--- src/rtl/core/clt_pkg.sv ---
// ----------------------------------------------------------------------------
// clt_pkg
// shared types, event codes and register indexes of the command line tokenizer
// ----------------------------------------------------------------------------
package clt_pkg;

  localparam int LINE_BYTES_DEF = 256;
  localparam int MAX_ARGS_DEF   = 16;

  localparam int CHAR_W    = 8;
  localparam int SET_W     = 32;
  localparam int CFG_IDX_W = 3;
  localparam int EV_W      = 3;
  localparam int POS_W     = 8;
  localparam int ARG_W     = 5;
  localparam int LEN_W     = 9;

  localparam logic [EV_W-1:0] EV_STORE    = 3'd0;
  localparam logic [EV_W-1:0] EV_SEP      = 3'd1;
  localparam logic [EV_W-1:0] EV_CTRL     = 3'd2;
  localparam logic [EV_W-1:0] EV_COMMIT   = 3'd3;
  localparam logic [EV_W-1:0] EV_LINE_OVF = 3'd4;
  localparam logic [EV_W-1:0] EV_ARG_OVF  = 3'd5;

  localparam logic [CFG_IDX_W-1:0] REG_COMMIT = 3'd0;
  localparam logic [CFG_IDX_W-1:0] REG_DELIM  = 3'd1;
  localparam logic [CFG_IDX_W-1:0] REG_CTRL   = 3'd2;
  localparam logic [CFG_IDX_W-1:0] REG_IGNORE = 3'd3;

  typedef struct packed {
    logic commit;
    logic delim;
    logic ctrl;
    logic ignore;
  } hit_t;

  typedef struct packed {
    logic [EV_W-1:0]   event_res;
    logic [POS_W-1:0]  position;
    logic [CHAR_W-1:0] value;
    logic [ARG_W-1:0]  arg_index;
    logic              starts_argument;
    logic [LEN_W-1:0]  line_length;
    logic [ARG_W-1:0]  arg_count;
  } res_t;

endpackage

--- src/rtl/core/clt_match.sv ---
// ----------------------------------------------------------------------------
// clt_match
// character set registers and parallel byte compares against the four sets
// ----------------------------------------------------------------------------
module clt_match (
  input  logic                          clk,
  input  logic                          rst_n,
  input  logic                          cfg_we,
  input  logic [clt_pkg::CFG_IDX_W-1:0] cfg_index,
  input  logic [clt_pkg::SET_W-1:0]     cfg_data,
  input  logic [clt_pkg::CHAR_W-1:0]    char_in,
  output clt_pkg::hit_t                 hits
);

  logic [clt_pkg::SET_W-1:0] commit_set_r, delim_set_r, ctrl_set_r, ignore_set_r;

  always_ff @(posedge clk) begin
    if (!rst_n) begin
      commit_set_r <= '0;
      delim_set_r  <= '0;
      ctrl_set_r   <= '0;
      ignore_set_r <= '0;
    end else if (cfg_we) begin
      case (cfg_index)
        clt_pkg::REG_COMMIT: commit_set_r <= cfg_data;
        clt_pkg::REG_DELIM:  delim_set_r  <= cfg_data;
        clt_pkg::REG_CTRL:   ctrl_set_r   <= cfg_data;
        clt_pkg::REG_IGNORE: ignore_set_r <= cfg_data;
        default: ;
      endcase
    end
  end

  function automatic logic in_set(input logic [clt_pkg::SET_W-1:0] set,
                                  input logic [clt_pkg::CHAR_W-1:0] ch);
    logic hit;
    hit = 1'b0;
    for (int k = 0; k < clt_pkg::SET_W / clt_pkg::CHAR_W; k++) begin
      if (set[k*clt_pkg::CHAR_W +: clt_pkg::CHAR_W] == ch) hit = 1'b1;
    end
    return hit && (ch != '0);
  endfunction

  always_comb begin
    hits.commit = in_set(commit_set_r, char_in);
    hits.delim  = in_set(delim_set_r, char_in);
    hits.ctrl   = in_set(ctrl_set_r, char_in);
    hits.ignore = in_set(ignore_set_r, char_in);
  end

endmodule

--- src/rtl/core/clt_track.sv ---
// ----------------------------------------------------------------------------
// clt_track
// line position, argument count and after-control state; builds the result
// ----------------------------------------------------------------------------
module clt_track #(
  parameter int LINE_BYTES = clt_pkg::LINE_BYTES_DEF,
  parameter int MAX_ARGS   = clt_pkg::MAX_ARGS_DEF
) (
  input  logic                       clk,
  input  logic                       rst_n,
  input  logic                       step,
  input  logic [clt_pkg::CHAR_W-1:0] char_in,
  input  clt_pkg::hit_t              hits,
  output logic                       res_vld,
  output clt_pkg::res_t              res
);

  localparam int WPW = $clog2(LINE_BYTES + 1);
  localparam int ACW = $clog2(MAX_ARGS + 1);

  logic [WPW-1:0] wpos_r, wpos_nxt, wpos_inc;
  logic [ACW-1:0] acnt_r, acnt_nxt, acnt_inc;
  logic           after_r, after_nxt;
  logic           line_full, args_full;

  assign wpos_inc  = wpos_r + WPW'(1);
  assign acnt_inc  = acnt_r + ACW'(1);
  assign line_full = (wpos_r >= WPW'(LINE_BYTES));
  assign args_full = (acnt_r >= ACW'(MAX_ARGS));

  always_comb begin
    wpos_nxt            = wpos_r;
    acnt_nxt            = acnt_r;
    after_nxt           = after_r;
    res_vld             = 1'b0;
    res.event_res       = clt_pkg::EV_STORE;
    res.position        = clt_pkg::POS_W'(wpos_r);
    res.value           = '0;
    res.arg_index       = '0;
    res.starts_argument = 1'b0;
    res.line_length     = '0;
    res.arg_count       = '0;
    if (line_full || args_full) begin
      res.position = '0;
      if (hits.commit) begin
        wpos_nxt      = '0;
        acnt_nxt      = '0;
        after_nxt     = 1'b0;
        res_vld       = 1'b1;
        res.event_res = line_full ? clt_pkg::EV_LINE_OVF : clt_pkg::EV_ARG_OVF;
      end
    end else if (acnt_r == '0 && hits.ignore) begin
      res_vld = 1'b0;
    end else if (hits.delim || hits.ctrl) begin
      if (wpos_r != '0) begin
        wpos_nxt      = wpos_inc;
        acnt_nxt      = acnt_inc;
        res_vld       = 1'b1;
        res.arg_index = clt_pkg::ARG_W'(acnt_inc);
        if (hits.delim) begin
          res.event_res = clt_pkg::EV_SEP;
        end else begin
          after_nxt     = 1'b1;
          res.event_res = clt_pkg::EV_CTRL;
          res.value     = char_in;
        end
      end
    end else if (hits.commit) begin
      wpos_nxt  = '0;
      acnt_nxt  = '0;
      after_nxt = 1'b0;
      if (wpos_r != '0) begin
        res_vld         = 1'b1;
        res.event_res   = clt_pkg::EV_COMMIT;
        res.arg_index   = clt_pkg::ARG_W'(acnt_r);
        res.line_length = clt_pkg::LEN_W'(wpos_inc);
        res.arg_count   = clt_pkg::ARG_W'(acnt_r);
      end
    end else begin
      wpos_nxt      = wpos_inc;
      res_vld       = 1'b1;
      res.value     = char_in;
      res.arg_index = clt_pkg::ARG_W'(acnt_r);
      if (after_r) begin
        after_nxt           = 1'b0;
        acnt_nxt            = acnt_inc;
        res.arg_index       = clt_pkg::ARG_W'(acnt_inc);
        res.starts_argument = 1'b1;
      end
    end
  end

  always_ff @(posedge clk) begin
    if (!rst_n) begin
      wpos_r  <= '0;
      acnt_r  <= '0;
      after_r <= 1'b0;
    end else if (step) begin
      wpos_r  <= wpos_nxt;
      acnt_r  <= acnt_nxt;
      after_r <= after_nxt;
    end
  end

`ifndef SYNTHESIS
  a_wpos_bound: assert property (@(posedge clk) disable iff (!rst_n)
    wpos_r <= WPW'(LINE_BYTES))
    else $error("write position beyond line size");
  a_acnt_bound: assert property (@(posedge clk) disable iff (!rst_n)
    acnt_r <= ACW'(MAX_ARGS))
    else $error("argument count beyond limit");
  a_after_arg: assert property (@(posedge clk) disable iff (!rst_n)
    after_r |-> (acnt_r != '0 && wpos_r != '0))
    else $error("after-control flag set in command word");
  a_commit_clear: assert property (@(posedge clk) disable iff (!rst_n)
    (step && res_vld && res.event_res == clt_pkg::EV_COMMIT) |=>
      (wpos_r == '0 && acnt_r == '0 && !after_r))
    else $error("line state not cleared after commit");
`endif

endmodule

--- src/rtl/core/clt_out_reg.sv ---
// ----------------------------------------------------------------------------
// clt_out_reg
// result register toward the output channel
// ----------------------------------------------------------------------------
module clt_out_reg (
  input  logic          clk,
  input  logic          rst_n,
  input  logic          load,
  input  clt_pkg::res_t res_in,
  input  logic          out_stall,
  output logic          free,
  output logic          out_vld,
  output clt_pkg::res_t res_out
);

  logic          vld_r;
  clt_pkg::res_t res_r;

  assign free    = !vld_r || !out_stall;
  assign out_vld = vld_r;
  assign res_out = res_r;

  always_ff @(posedge clk) begin
    if (!rst_n) begin
      vld_r <= 1'b0;
    end else if (free) begin
      vld_r <= load;
    end
  end

  always_ff @(posedge clk) begin
    if (free && load) begin
      res_r <= res_in;
    end
  end

endmodule

--- src/rtl/core/command_line_tokenizer_unit.sv ---
// ----------------------------------------------------------------------------
// command_line_tokenizer_unit
// sorts text bytes into stored bytes, separators, control arguments, commits
// and overflows against four configurable character sets
// ----------------------------------------------------------------------------
// input channel: one byte per beat on in_character with in_valid / in_stall
// output channel: at most one result beat per input byte with out_valid /
//   out_stall; dropped bytes (leading separators, ignored bytes, empty lines,
//   bytes discarded in overflow) give no beat
// config channel: cfg_valid / cfg_ready, cfg_ready is always high; index 0
//   commit set, 1 delimiter set, 2 control set, 3 ignore set, others ignored
// path: a byte taken lands in the input register, and its result is then
//   loaded into the output register, which drives out_valid
// throughput: one byte per cycle unless a result waits on a stalled output;
//   the line position and argument count are updated once per byte
// stall: while the output register holds an untaken beat, a byte that makes
//   a result waits in the input register and in_stall rises; bytes that give
//   no result still pass
// reset: sets cleared to zero, line state cleared, both registers empty
// ----------------------------------------------------------------------------
module command_line_tokenizer_unit #(
  parameter int LINE_BYTES = clt_pkg::LINE_BYTES_DEF,
  parameter int MAX_ARGS   = clt_pkg::MAX_ARGS_DEF
) (
  input  logic                          clk,
  input  logic                          rst_n,
  input  logic                          in_valid,
  output logic                          in_stall,
  input  logic [clt_pkg::CHAR_W-1:0]    in_character,
  output logic                          out_valid,
  input  logic                          out_stall,
  output logic [clt_pkg::EV_W-1:0]      out_event_res,
  output logic [clt_pkg::POS_W-1:0]     out_position,
  output logic [clt_pkg::CHAR_W-1:0]    out_value,
  output logic [clt_pkg::ARG_W-1:0]     out_arg_index,
  output logic                          out_starts_argument,
  output logic [clt_pkg::LEN_W-1:0]     out_line_length,
  output logic [clt_pkg::ARG_W-1:0]     out_arg_count,
  input  logic                          cfg_valid,
  output logic                          cfg_ready,
  input  logic [clt_pkg::CFG_IDX_W-1:0] cfg_index,
  input  logic [clt_pkg::SET_W-1:0]     cfg_data
);

  logic                       in_vld_r;
  logic [clt_pkg::CHAR_W-1:0] char_r;
  clt_pkg::hit_t              hits;
  logic                       res_vld;
  clt_pkg::res_t              res, res_q;
  logic                       out_free;
  logic                       step;
  logic                       in_take;

  assign cfg_ready = 1'b1;
  assign step      = in_vld_r && (out_free || !res_vld);
  assign in_stall  = in_vld_r && !step;
  assign in_take   = in_valid && !in_stall;

  always_ff @(posedge clk) begin
    if (!rst_n) begin
      in_vld_r <= 1'b0;
    end else if (!in_stall) begin
      in_vld_r <= in_valid;
    end
  end

  always_ff @(posedge clk) begin
    if (in_take) begin
      char_r <= in_character;
    end
  end

  clt_match u_match (
    .clk       (clk),
    .rst_n     (rst_n),
    .cfg_we    (cfg_valid && cfg_ready),
    .cfg_index (cfg_index),
    .cfg_data  (cfg_data),
    .char_in   (char_r),
    .hits      (hits)
  );

  clt_track #(
    .LINE_BYTES (LINE_BYTES),
    .MAX_ARGS   (MAX_ARGS)
  ) u_track (
    .clk     (clk),
    .rst_n   (rst_n),
    .step    (step),
    .char_in (char_r),
    .hits    (hits),
    .res_vld (res_vld),
    .res     (res)
  );

  clt_out_reg u_out (
    .clk       (clk),
    .rst_n     (rst_n),
    .load      (step && res_vld),
    .res_in    (res),
    .out_stall (out_stall),
    .free      (out_free),
    .out_vld   (out_valid),
    .res_out   (res_q)
  );

  assign out_event_res       = res_q.event_res;
  assign out_position        = res_q.position;
  assign out_value           = res_q.value;
  assign out_arg_index       = res_q.arg_index;
  assign out_starts_argument = res_q.starts_argument;
  assign out_line_length     = res_q.line_length;
  assign out_arg_count       = res_q.arg_count;

`ifndef SYNTHESIS
  a_hold_byte: assert property (@(posedge clk) disable iff (!rst_n)
    in_stall |=> (in_vld_r && $stable(char_r)))
    else $error("held input byte lost or changed");
  a_stall_cause: assert property (@(posedge clk) disable iff (!rst_n)
    in_stall |-> (res_vld && out_valid && out_stall))
    else $error("input stalled without a blocked result");
  a_result_lands: assert property (@(posedge clk) disable iff (!rst_n)
    (step && res_vld) |=> out_valid)
    else $error("result beat not registered");
`endif

endmodule
--- config.mk ---
export PLATFORM = sky130hd
export DESIGN_NAME = command_line_tokenizer_unit
export DESIGN_NICKNAME = d
export VERILOG_FILES = /design/src/rtl/core/clt_pkg.sv /design/src/rtl/core/clt_match.sv /design/src/rtl/core/clt_track.sv /design/src/rtl/core/clt_out_reg.sv /design/src/rtl/core/command_line_tokenizer_unit.sv
export SDC_FILE = /design/constraint.sdc
export NUM_CORES = 1
export LEC_CHECK = 0
export ABC_AREA = 1
export BUFFER_PORTS_ARGS = -buffer_cell sky130_fd_sc_hd__buf_4
export CORE_ASPECT_RATIO = 1.25
export CORE_MARGIN = 3
export CORE_UTILIZATION = 30
export DETAILED_ROUTE_END_ITERATION = 10
export GPL_ROUTABILITY_DRIVEN = 0
export GPL_TIMING_DRIVEN = 0
export PLACE_DENSITY = 0.57
export RECOVER_POWER = 25
export SLEW_MARGIN = 40
export SYNTH_ARGS = -nofsm -noshare
export SYNTH_HDL_FRONTEND = slang
export SYNTH_SLANG_ARGS = --single-unit
--- constraint.sdc ---
create_clock -name clk -period 3.3 [get_ports clk]
set_clock_uncertainty 0.2 [all_clocks]
set_input_delay 0.495 -clock clk [delete_from_list [all_inputs] [get_ports clk]]
set_output_delay 0.495 -clock clk [all_outputs]
set_load 0.03 [all_outputs]
; Yosys cells after proc, flatten, opt, wreduce, memory -nomap -nowiden
; Cells that the tools add are included.
[op_classes]
n_addsub = 2
order_cmp = 2
n_eq_ne = 23
n_mux = 57
bitwise = 2
n_reduce_logical = 34
[op_table]
columns = operator, count
row1 = $eq A8 B8 Y1, 16
row2 = $mux W9, 6
row3 = $mux W5, 9
row4 = $mux W1, 29
row5 = $mux W13, 2
row6 = $mux W3, 6
row7 = $mux W8, 2
row8 = $logic_and A1 B1 Y1, 10
row9 = $reduce_and A5 Y1, 2
row10 = $add A9 B1 Y9 const B, 1
row11 = $ge A9 B9 Y1 const B, 1
row12 = $reduce_bool A9 Y1, 1
row13 = $reduce_and A2 Y1, 4
row14 = $reduce_bool A8 Y1, 1
row15 = $eq A3 B2 Y1 const B, 2
row16 = $mux W6, 1
row17 = $add A5 B1 Y5 const B, 1
row18 = $ge A5 B5 Y1 const B, 1
row19 = $logic_not A1 Y1, 5
row20 = $logic_not A5 Y1, 1
row21 = $reduce_or A5 Y1, 1
row22 = $logic_or A1 B1 Y1, 4
row23 = $mux W2, 2
row24 = $reduce_and A4 Y1, 1
row25 = other kinds (10), 11
[word_totals]
reg_bits = 192
in_bits = 48
output_inout_bits = 42
wordCells = 137

; Longest topological paths before layout
; Gate-level depths: netlist of run 1.
[logic_depth]
ltp_word = 17
depth_mapped = 20
depth_no_buf = 18

; Modules after synthesis
; Synthesis of run 1 repeated with hierarchy kept, for this count alone.
[unflattened]
hier_cells = 1185
area_unflattened_um2 = 9346.5
[by_module_without_submodules]
columns = mod, n_inst, cells_each, area_per_inst_um2, seq_area_each_um2
row1 = clt_match, 1, 868, 6409.9, 2562.5
row2 = clt_track, 1, 249, 1388.8, 300.3
row3 = clt_out_reg, 1, 45, 1218.7, 1191.1
row4 = command_line_tokenizer_unit, 1, 23, 329.1, 260.2

; Worst setup path after synthesis of run 1
; OpenSTA, ideal clock, no wires.
[synth_timing]
path_type = register -> register
startpoint = register char_r[4] (netlist bit)
endpoint = register u_out.res_r, in the netlist u_out.res_out[0], enable pin
setup_time_ns = 0.393
t_arrival_ns = 2.393
required_time_ns = 2.707
setup_slack_ns = 0.314
path_stages_with_launch = 12
path_buffers = 2
period_less_slack_ns = 2.986
cell_sequence = edfxtp_1 buf_6 buf_6 nor4_4 nand2_4 nand2_2 nand3_4 nand2_4 nand2_4 nand2_4 nand3_1 inv_1
[synth_via]
elab_chain_cells = 15
word_cells_on_any_way = 49
cone_classes = eq/ne: 16 / mux: 21 / reduce/logical: 12
[synth_rtl]
columns = element, line
row1 = "start, declared", command_line_tokenizer_unit.sv:46  ; logic [clt_pkg::CHAR_W-1:0] char_r;
row2 = "start signal, assigned", command_line_tokenizer_unit.sv:69  ; char_r <= in_character;
row3 = $eq A8 B8 Y1, clt_match.sv:39  ; if (set[k*clt_pkg::CHAR_W +: clt_pkg::CHAR_W] == ch) hit = 1'b1;
row4 = $mux W1 (4 in a row), clt_match.sv:39
row5 = $logic_and A1 B1 Y1, clt_match.sv:41  ; return hit && (ch != '0);
row6 = $mux W1 / $logic_or A1 B1 Y1 (equally long branches), "clt_track.sv:68, clt_track.sv:54"
row7 = $mux W1, clt_track.sv:54  ; end else if (hits.delim || hits.ctrl) begin
row8 = $mux W1, clt_track.sv:52  ; end else if (acnt_r == '0 && hits.ignore) begin
row9 = $mux W1 (*), clt_track.sv:43  ; if (line_full || args_full) begin
row10 = $logic_not A1 Y1, command_line_tokenizer_unit.sv:55  ; assign step = in_vld_r && (out_free || !res_vld);
row11 = $logic_or A1 B1 Y1, command_line_tokenizer_unit.sv:55
row12 = $logic_and A1 B1 Y1, command_line_tokenizer_unit.sv:55
row13 = $logic_and A1 B1 Y1 (*), command_line_tokenizer_unit.sv:99  ; .load (step && res_vld),
row14 = $logic_and A1 B1 Y1 (*), clt_out_reg.sv:32  ; if (free && load) begin
row15 = "end signal, assigned", clt_out_reg.sv:33  ; res_r <= res_in;
row16 = "end, declared", clt_out_reg.sv:17  ; clt_pkg::res_t res_r;
; Mark *: on every way between the ends. The rest lies on a longest branch, timed or not.
; A chain may end at the register's enable or synchronous reset.

; Final worst setup path of run 1
[layout_timing]
startpoint = register char_r[3] (netlist bit)
endpoint = output in_stall
[layout_via]
elab_chain_cells = 15
word_cells_on_any_way = 49
cone_classes = eq/ne: 16 / mux: 21 / reduce/logical: 12
[layout_rtl]
columns = element, line
row1 = $eq A8 B8 Y1, clt_match.sv:39
row2 = $mux W1 (4 in a row), clt_match.sv:39
row3 = $logic_and A1 B1 Y1, clt_match.sv:41
row4 = $mux W1 / $logic_or A1 B1 Y1 (equally long branches), "clt_track.sv:68, clt_track.sv:54"
row5 = $mux W1, clt_track.sv:54
row6 = $mux W1, clt_track.sv:52
row7 = $mux W1 (*), clt_track.sv:43
row8 = $logic_not A1 Y1 (*), command_line_tokenizer_unit.sv:55
row9 = $logic_or A1 B1 Y1 (*), command_line_tokenizer_unit.sv:55
row10 = $logic_and A1 B1 Y1 (*), command_line_tokenizer_unit.sv:55
row11 = $logic_not A1 Y1 (*), command_line_tokenizer_unit.sv:56  ; assign in_stall = in_vld_r && !step;
row12 = $logic_and A1 B1 Y1 (*), command_line_tokenizer_unit.sv:56
row13 = "end, declared", command_line_tokenizer_unit.sv:28  ; output logic in_stall,
; Marked as above.

==> metrics.md, run 1 <==
| Metric | Value |
|---|---|
| Yosys warning count | `0` |
| DR DRC count | `0` |
| RSZ-0062 raised after global routing | `true` |
| Max capacitance violation total | `0` |
| Most frequent cell after synthesis | `nand2_1` |
| Synth Instances | `approximately 1400` |
| Post-CTS Hold Buffers | `0` |
| Routed WL | `around 30000 um` |
| R2r startpoint | `char_r[3]$_DFFE_PP_` |
| First-pass GRT wire length | `roughly 45000 um` |
| N_diodes | `0` |
| Reg clk slew, reported paths | `0.08 ns` |
| Dominant synthesized flop cell | `dfxtp_1` |
| Hold crit path type | `in -> reg` |
| Syn_nets | `around 1400` |
| DP Wirelength | `roughly 22000 um` |
| Mapped Area | `between 0.009 and 0.01 mm2` |
| Die area | `around 0.035 mm2` |
| First-pass iteration count of the detailed router | `5` |
| Initial antenna violation count | `0` |
| TritonCTS clock tree | `built` |
| Max IR drop VDD | `between 0.3 and 0.4 mV` |
| Area share of the largest cell type after synthesis | `0.2934` |
| Netlist cell types | `38` |
| Critical Path Sink Type | `output port` |
| Yosys top cell by area | `dfxtp_1` |
| Final-stage net count | `1555` |
| Achievable Freq | `roughly 310 MHz` |
| Overall Global Routing Usage | `0.1626` |
| Area contributors post-synth | `dfxtp_1, nand2_1, edfxtp_1, o21ai_0, inv_1` |
| Max clock buf depth | `2` |
| Register area share after synthesis | `0.4360` |
| Drt wl/cell | `around 15 um` |
| Area growth from synthesis to layout | `20.27%` |
| Hold path start | `in_character[6]` |
| Leak | `slightly above 5 nW` |
| Avg Synthesized Cell Area | `between 7 and 8 um2` |
| CTS buffer count | `17` |
| Placed insts | `1880` |
| Chip height | `about 210 um` |
| Crit. Startpoint | `char_r[3]$_DFFE_PP_` |
| Clk Latency, worst-skew pair | `approximately 0.46 ns` |
| Largest net degree at the start of global routing | `40` |
| # setup viols final | `0` |
| Routed via count | `slightly below 9000` |
| Final Critical Period | `roughly 3.2 ns` |
| Crit Path Max Fanout | `7` |
| Share of layout cells above drive strength 1 | `0.1299` |
| Max H-tree Level | `4` |
| Clock sink total | `roughly 190` |
| Slew Viols, Final | `0` |
| Critical Path AT | `between 2 and 3 ns` |
| Antenna Nets Post-Route | `0` |
| WP data required | `about 2.6 ns` |
| Design area | `0.01190 mm2` |
| WS Path Type | `reg -> out` |
| Site Rows | `between 70 and 80` |
| Vias in the first global route | `8241` |
| Post-synth ARST share | `0` |
| Fin. Hold Viols | `0` |
| Layout Cells excl Fill | `1928` |
| Synthesis-stage register bit count | `roughly 190` |
| Relative slew slack | `0.5698` |
| GR Overflow Total | `0` |
| Placed cell area | `between 0.01 and 0.015 mm2` |
| Core area | `0.03215 mm2` |
| Crit share post-route | `0.9691` |
| Starting Density | `0.3078` |
| Clock Tree Root | `clkbuf_16` |
| Element type at the critical path start | `flop` |
| Tightest Pin Transition | `around 0.65 ns` |
| Chip Width | `168.4 um` |
| Most frequent cells after synthesis | `nand2_1, inv_1, nor2_1` |
| Port bufs | `87` |
| Vias per cell | `roughly 4.6` |
| DRT iter0 DRCs | `~600` |
| EDFF count, synth | `47` |
| Status | `finished, final reports clean` |
| Cell area power density | `approximately 480 mW/mm2` |
| Top-Level Pins | `90` |
final timing paths:
check	depth (start not counted)	slack [ns]	endpoint
max	18	0.10	in_stall
min reg2reg	2	0.26	u_match.ignore_set_r[4]$_SDFFE_PN0P_
min	1	0.03	char_r[6]$_DFFE_PP_
max reg2reg	17	0.37	char_r[0]$_DFFE_PP_
area by class of cell:
type,count,area [um2]
fill,3437,20250
multi-input combinational,934,4424
sequential,192,4314
timing repair buffer,105,815.8
inverter,181,724.4
tap,412,515.5
buffer,72,509.2
clock buffer,17,425.4
clock inverter,15,171.4
through the flow:
step           setup TNS (ns)    util  setup slack (ns)  hold slack (ns)  power [mW]
6_report                    0  0.3701            0.1019          0.03375       5.682
5_1_grt              -0.03367  0.3701          -0.03367          0.02539       5.905
4_1_cts                     0  0.3626          0.001448         0.007434       5.676
3_5_place_dp                0  0.3441            0.1030           0.2482       3.552
3_3_place_gp           -12.11  0.3441           -0.3130           0.2446       3.541
2_1_floorplan               0       -            0.3136           0.2355       3.245
registers in the layout (all words and copies together) (netlist names):
| name | cells |
|---|---|
| u_track.wpos_r | 9 |
| u_match.ignore_set_r | 32 |
| char_r | 8 |
| u_out.out_vld | 1 |
| u_out.res_out | 39 |
| u_match.ctrl_set_r | 32 |
| u_track.after_r | 1 |
| u_match.commit_set_r | 32 |
| u_match.delim_set_r | 32 |
| u_track.acnt_r | 5 |
| in_vld_r | 1 |
critical path: stages, from the launching register on:
cell and delay [ns]:
edfxtp_1 0.39, buf_6 0.16, inv_6 0.08, buf_8 0.13, nand2_1 0.05, nand2_1 0.06
nor2_1 0.04, nand2_1 0.11, nor2_1 0.06, nor2_1 0.12, nand2_2 0.10, nand2_4 0.14
nand3_4 0.12, nand2_4 0.08, nand2_4 0.05, nand2_4 0.08, nand3_4 0.07, inv_2 0.07
buf_6 0.12
report_power, final:
part | switching, mW | internal [mW] | leakage, nW
clock network | 1.06 | 1.08 | 0.289
registers | 0.0542 | 2.53 | 1.64
logic | 0.623 | 0.333 | 3.16
total | 1.74 | 3.94 | 5.09
what timing repair did:
| item | in CTS | in global routing |
|---|---|---|
| resized for setup | 5 | 25 |
| setup endpoints to repair | 1 | 40 |
| pin swaps | 0 | 9 |
| buffers inserted | 0 | 13 |
| gates cloned | 0 | 5 |
placed cells by master, fill, tap and decap left out, types with 16 or more instances in the layout:
cell type / n
clkbuf_16: 22
buf_4: 75
o21ai_0: 132
edfxtp_1: 47
nand3_1: 23
nand2_1: 387
buf_6: 16
xor2_1: 37
nand4_1: 18
clkbuf_1: 60
inv_1: 168
nor2_1: 148
a21oi_1: 125
dfxtp_1: 145
logic make-up after synthesis:
family,after synthesis,share of synthesized area
xor gates and xnor gates,40,0.03617
AOI/OAI and AO/OA,265,0.1353
DFF,192,0.4360
other,2,0.0007590
buffers and inverters,255,0.1198
and+or+nand+nor,623,0.2669
adders and majority gates,4,0.005058
metal layers:
layer	wire, um	vias to the layer above	track usage
li1	-	4580	-
met1	13250	4083	0.2039
met2	14330	241	0.2865
met3	1428	45	0.02649
met4	655	0	0.04798
met5	0	-	0
Note: power is estimated with default switching activity, not from simulation.
==> run 2, diff against run 1 <==
SETUP_SLACK_MARGIN = 0.3   (was unset)
==> run 2 against run 1 <==
Net effect:
- sequential power barely moved
- design area rose by 2.9%
- cell count rose by 1.6%
- die area did not move
- wire length rose by 1.6%
- largest cell class unchanged
- critical path type unchanged
==> metrics.md, run 2 (synthesized netlist as in run 1, its figures left out) <==
| Metric | Value |
|---|---|
| Status | `finished, final reports clean` |
| # setup viols final | `0 (unchanged)` |
| Largest net degree at the start of global routing | `40 (unchanged)` |
| GR Overflow Total | `0 (unchanged)` |
| Max clock buf depth | `2 (unchanged)` |
| Commonest non-fill, non-tap cell in the layout | `nand2_1` |
| WP data required | `2.60 ns (about the same)` |
| Leak | `5.274 nW (+3.6%)` |
| Clk Latency, worst-skew pair | `0.46 ns (about the same)` |
| Setup_tns | `0 ns (unchanged)` |
| Tightest Pin Transition | `0.6458 ns (+0.0003826 ns)` |
| Slew Viols, Final | `0 (unchanged)` |
| Critical Path AT | `2.43 ns (-0.07 ns)` |
| Area growth from synthesis to layout | `23.74%` |
| R2R Path End | `u_out.res_out[20]$_SDFFCE_PP0P_` |
| Initial antenna violation count | `0 (unchanged)` |
| Share of layout cells above drive strength 1 | `0.1501 (+0.02012)` |
| Post-CTS Hold Buffers | `0 (unchanged)` |
| Cell area power density | `468.2 mW/mm2 (-1.9%)` |
| Max H-tree Level | `4 (unchanged)` |
| DR DRC count | `0 (unchanged)` |
| Final-stage net count | `1585 (+1.9%)` |
| Crit Path Max Fanout | `5 (-2)` |
| Max capacitance violation total | `0 (unchanged)` |
| Core area | `0.03215 mm2 (unchanged)` |
| Antenna Nets Post-Route | `0 (unchanged)` |
| Die area | `0.03521 mm2 (unchanged)` |
| R2R Setup Slk | `0.47 ns (+0.10 ns)` |
| First-pass GRT wire length | `46290 um (+3.4%)` |
| Vias per cell | `4.632 (-0.20%)` |
| First-pass iteration count of the detailed router | `5 (unchanged)` |
| Routed WL | `30140 um (+1.6%)` |
| Overall Global Routing Usage | `0.1688 (+0.006185)` |
| Chip height | `209.0 um (unchanged)` |
| Vias in the first global route | `8485 (+3.0%)` |
| Max IR drop VDD | `0.3078 mV (+0.28%)` |
| Hold path cells | `1 (unchanged)` |
| Starting Density | `0.3078 (unchanged)` |
| Fin. Hold Viols | `0 (unchanged)` |
| Worst Hold End | `char_r[1]$_DFFE_PP_` |
| DRT iter0 DRCs | `650 (+8.5%)` |
| Reg clk slew, reported paths | `0.08 ns (about the same)` |
| Relative slew slack | `0.5695 (about the same)` |
| RSZ-0062 raised after global routing | `true` |
| Commonest cells after routing, fill and taps aside | `nand2_1, inv_1, nor2_1` |
| Site Rows | `73 (unchanged)` |
| WS Path Type | `reg -> out` |
| Critical Path Sink Type | `output port` |
| Drt wl/cell | `15.39 um (about the same)` |
| Chip Width | `168.4 um (unchanged)` |
| R2r startpoint | `char_r[0]$_DFFE_PP_` |
| N_diodes | `0 (unchanged)` |
| Crit share post-route | `0.9458 (-0.02328)` |
| Placed cell area | `0.01106 mm2 (unchanged)` |
| Element type at the critical path start | `flop` |
| Hold_ws | `0.03585 ns (+0.002097 ns)` |
| Routed via count | `9070 (+1.4%)` |
| TritonCTS clock tree | `built` |
| Hold path start | `in_character[1]` |
| Final Critical Period | `3.121 ns (-0.07683 ns)` |
| Design area | `0.01224 mm2 (+2.9%)` |
| Top-Level Pins | `90 (unchanged)` |
| Clock sink total | `192 (unchanged)` |
| R2R depth | `17 (unchanged)` |
| Max reg flops | `39 (unchanged)` |
| Crit. Startpoint | `char_r[0]$_DFFE_PP_` |
| DP Wirelength | `21790 um (unchanged)` |
| Hold crit path type | `in -> reg` |
| Achievable Freq | `320.4 MHz (+2.5%)` |
| CTS buffer count | `17 (unchanged)` |
| Port bufs | `87 (unchanged)` |
| Clock Tree Root | `clkbuf_16` |
[run 2: per-stage QoR]
step | instances | worst slack [ns] | util | power, mW
floorplan | 1381 | 0.3136 | - | 3.245
global placement | 1880 | -0.3130 | 0.3441 | 3.541
detailed placement | 1880 | 0.1030 | 0.3441 | 3.552
CTS | 1955 | 0.1886 | 0.3808 | 5.765
global route | 1958 | 0.04755 | 0.3808 | 5.964
finish | 1958 | 0.1788 | 0.3808 | 5.733
[run 2: how the worst max path moves through the flow]
stage | to | slack, ns
after floorplan | u_out.res_out[0]$_SDFFCE_PP0P_ | 0.31
after global placement | u_out.res_out[20]$_SDFFCE_PP0P_ | -0.31
after detailed placement | u_out.res_out[35]$_SDFFCE_PN0P_ | 0.10
after CTS | in_stall | 0.19
after global routing | in_stall | 0.05
final | in_stall | 0.18
[run 2: final cells by class]
class	instances	area [um2]
fill	3419	19910
sequential	192	4314
buffer	74	534.3
timing repair buffer	133	1082
multi-input combinational	934	4452
tap	412	515.5
clock buffer	17	425.4
inverter	181	748.2
clock inverter	15	171.4
[run 2: critical path, cell delays in order (launching register included)]
cell and delay [ns]:
edfxtp_1 0.39, buf_6 0.16, inv_8 0.08, buf_8 0.11, nand2_2 0.04, nand2_1 0.06, nor2_1 0.04, nand2_1 0.12
nor2_1 0.06, nor2_1 0.13, nand2_2 0.11, nand2_4 0.12, nand3_4 0.11, nand2_4 0.07, nand2_4 0.05, nand2_4 0.07
nand3_4 0.07, inv_2 0.07, buf_6 0.12
[run 2: power by group]
| group | internal (mW) | switching (mW) |
|---|---|---|
| Combinational | 0.373 | 0.639 |
| Sequential | 2.53 | 0.0544 |
| Clock | 1.08 | 1.06 |
[run 2: routing by layer]
metal  global-route usage  wire length (um)  vias up  part of all wire
li1                     -                 -     4642                 -
met1               0.2137             13220     4098              0.44
met2               0.2968             14690      282              0.49
met3              0.02668              1593       48             0.053
met4              0.04742               627        0             0.021
met5                    0                 0        -                 0
[run 2: what timing repair did]
action,in CTS,in global routing
gates cloned,6,0
buffers inserted,37,3
resized for setup,37,11
endpoints found under the setup margin,48,51
pin swaps,20,12
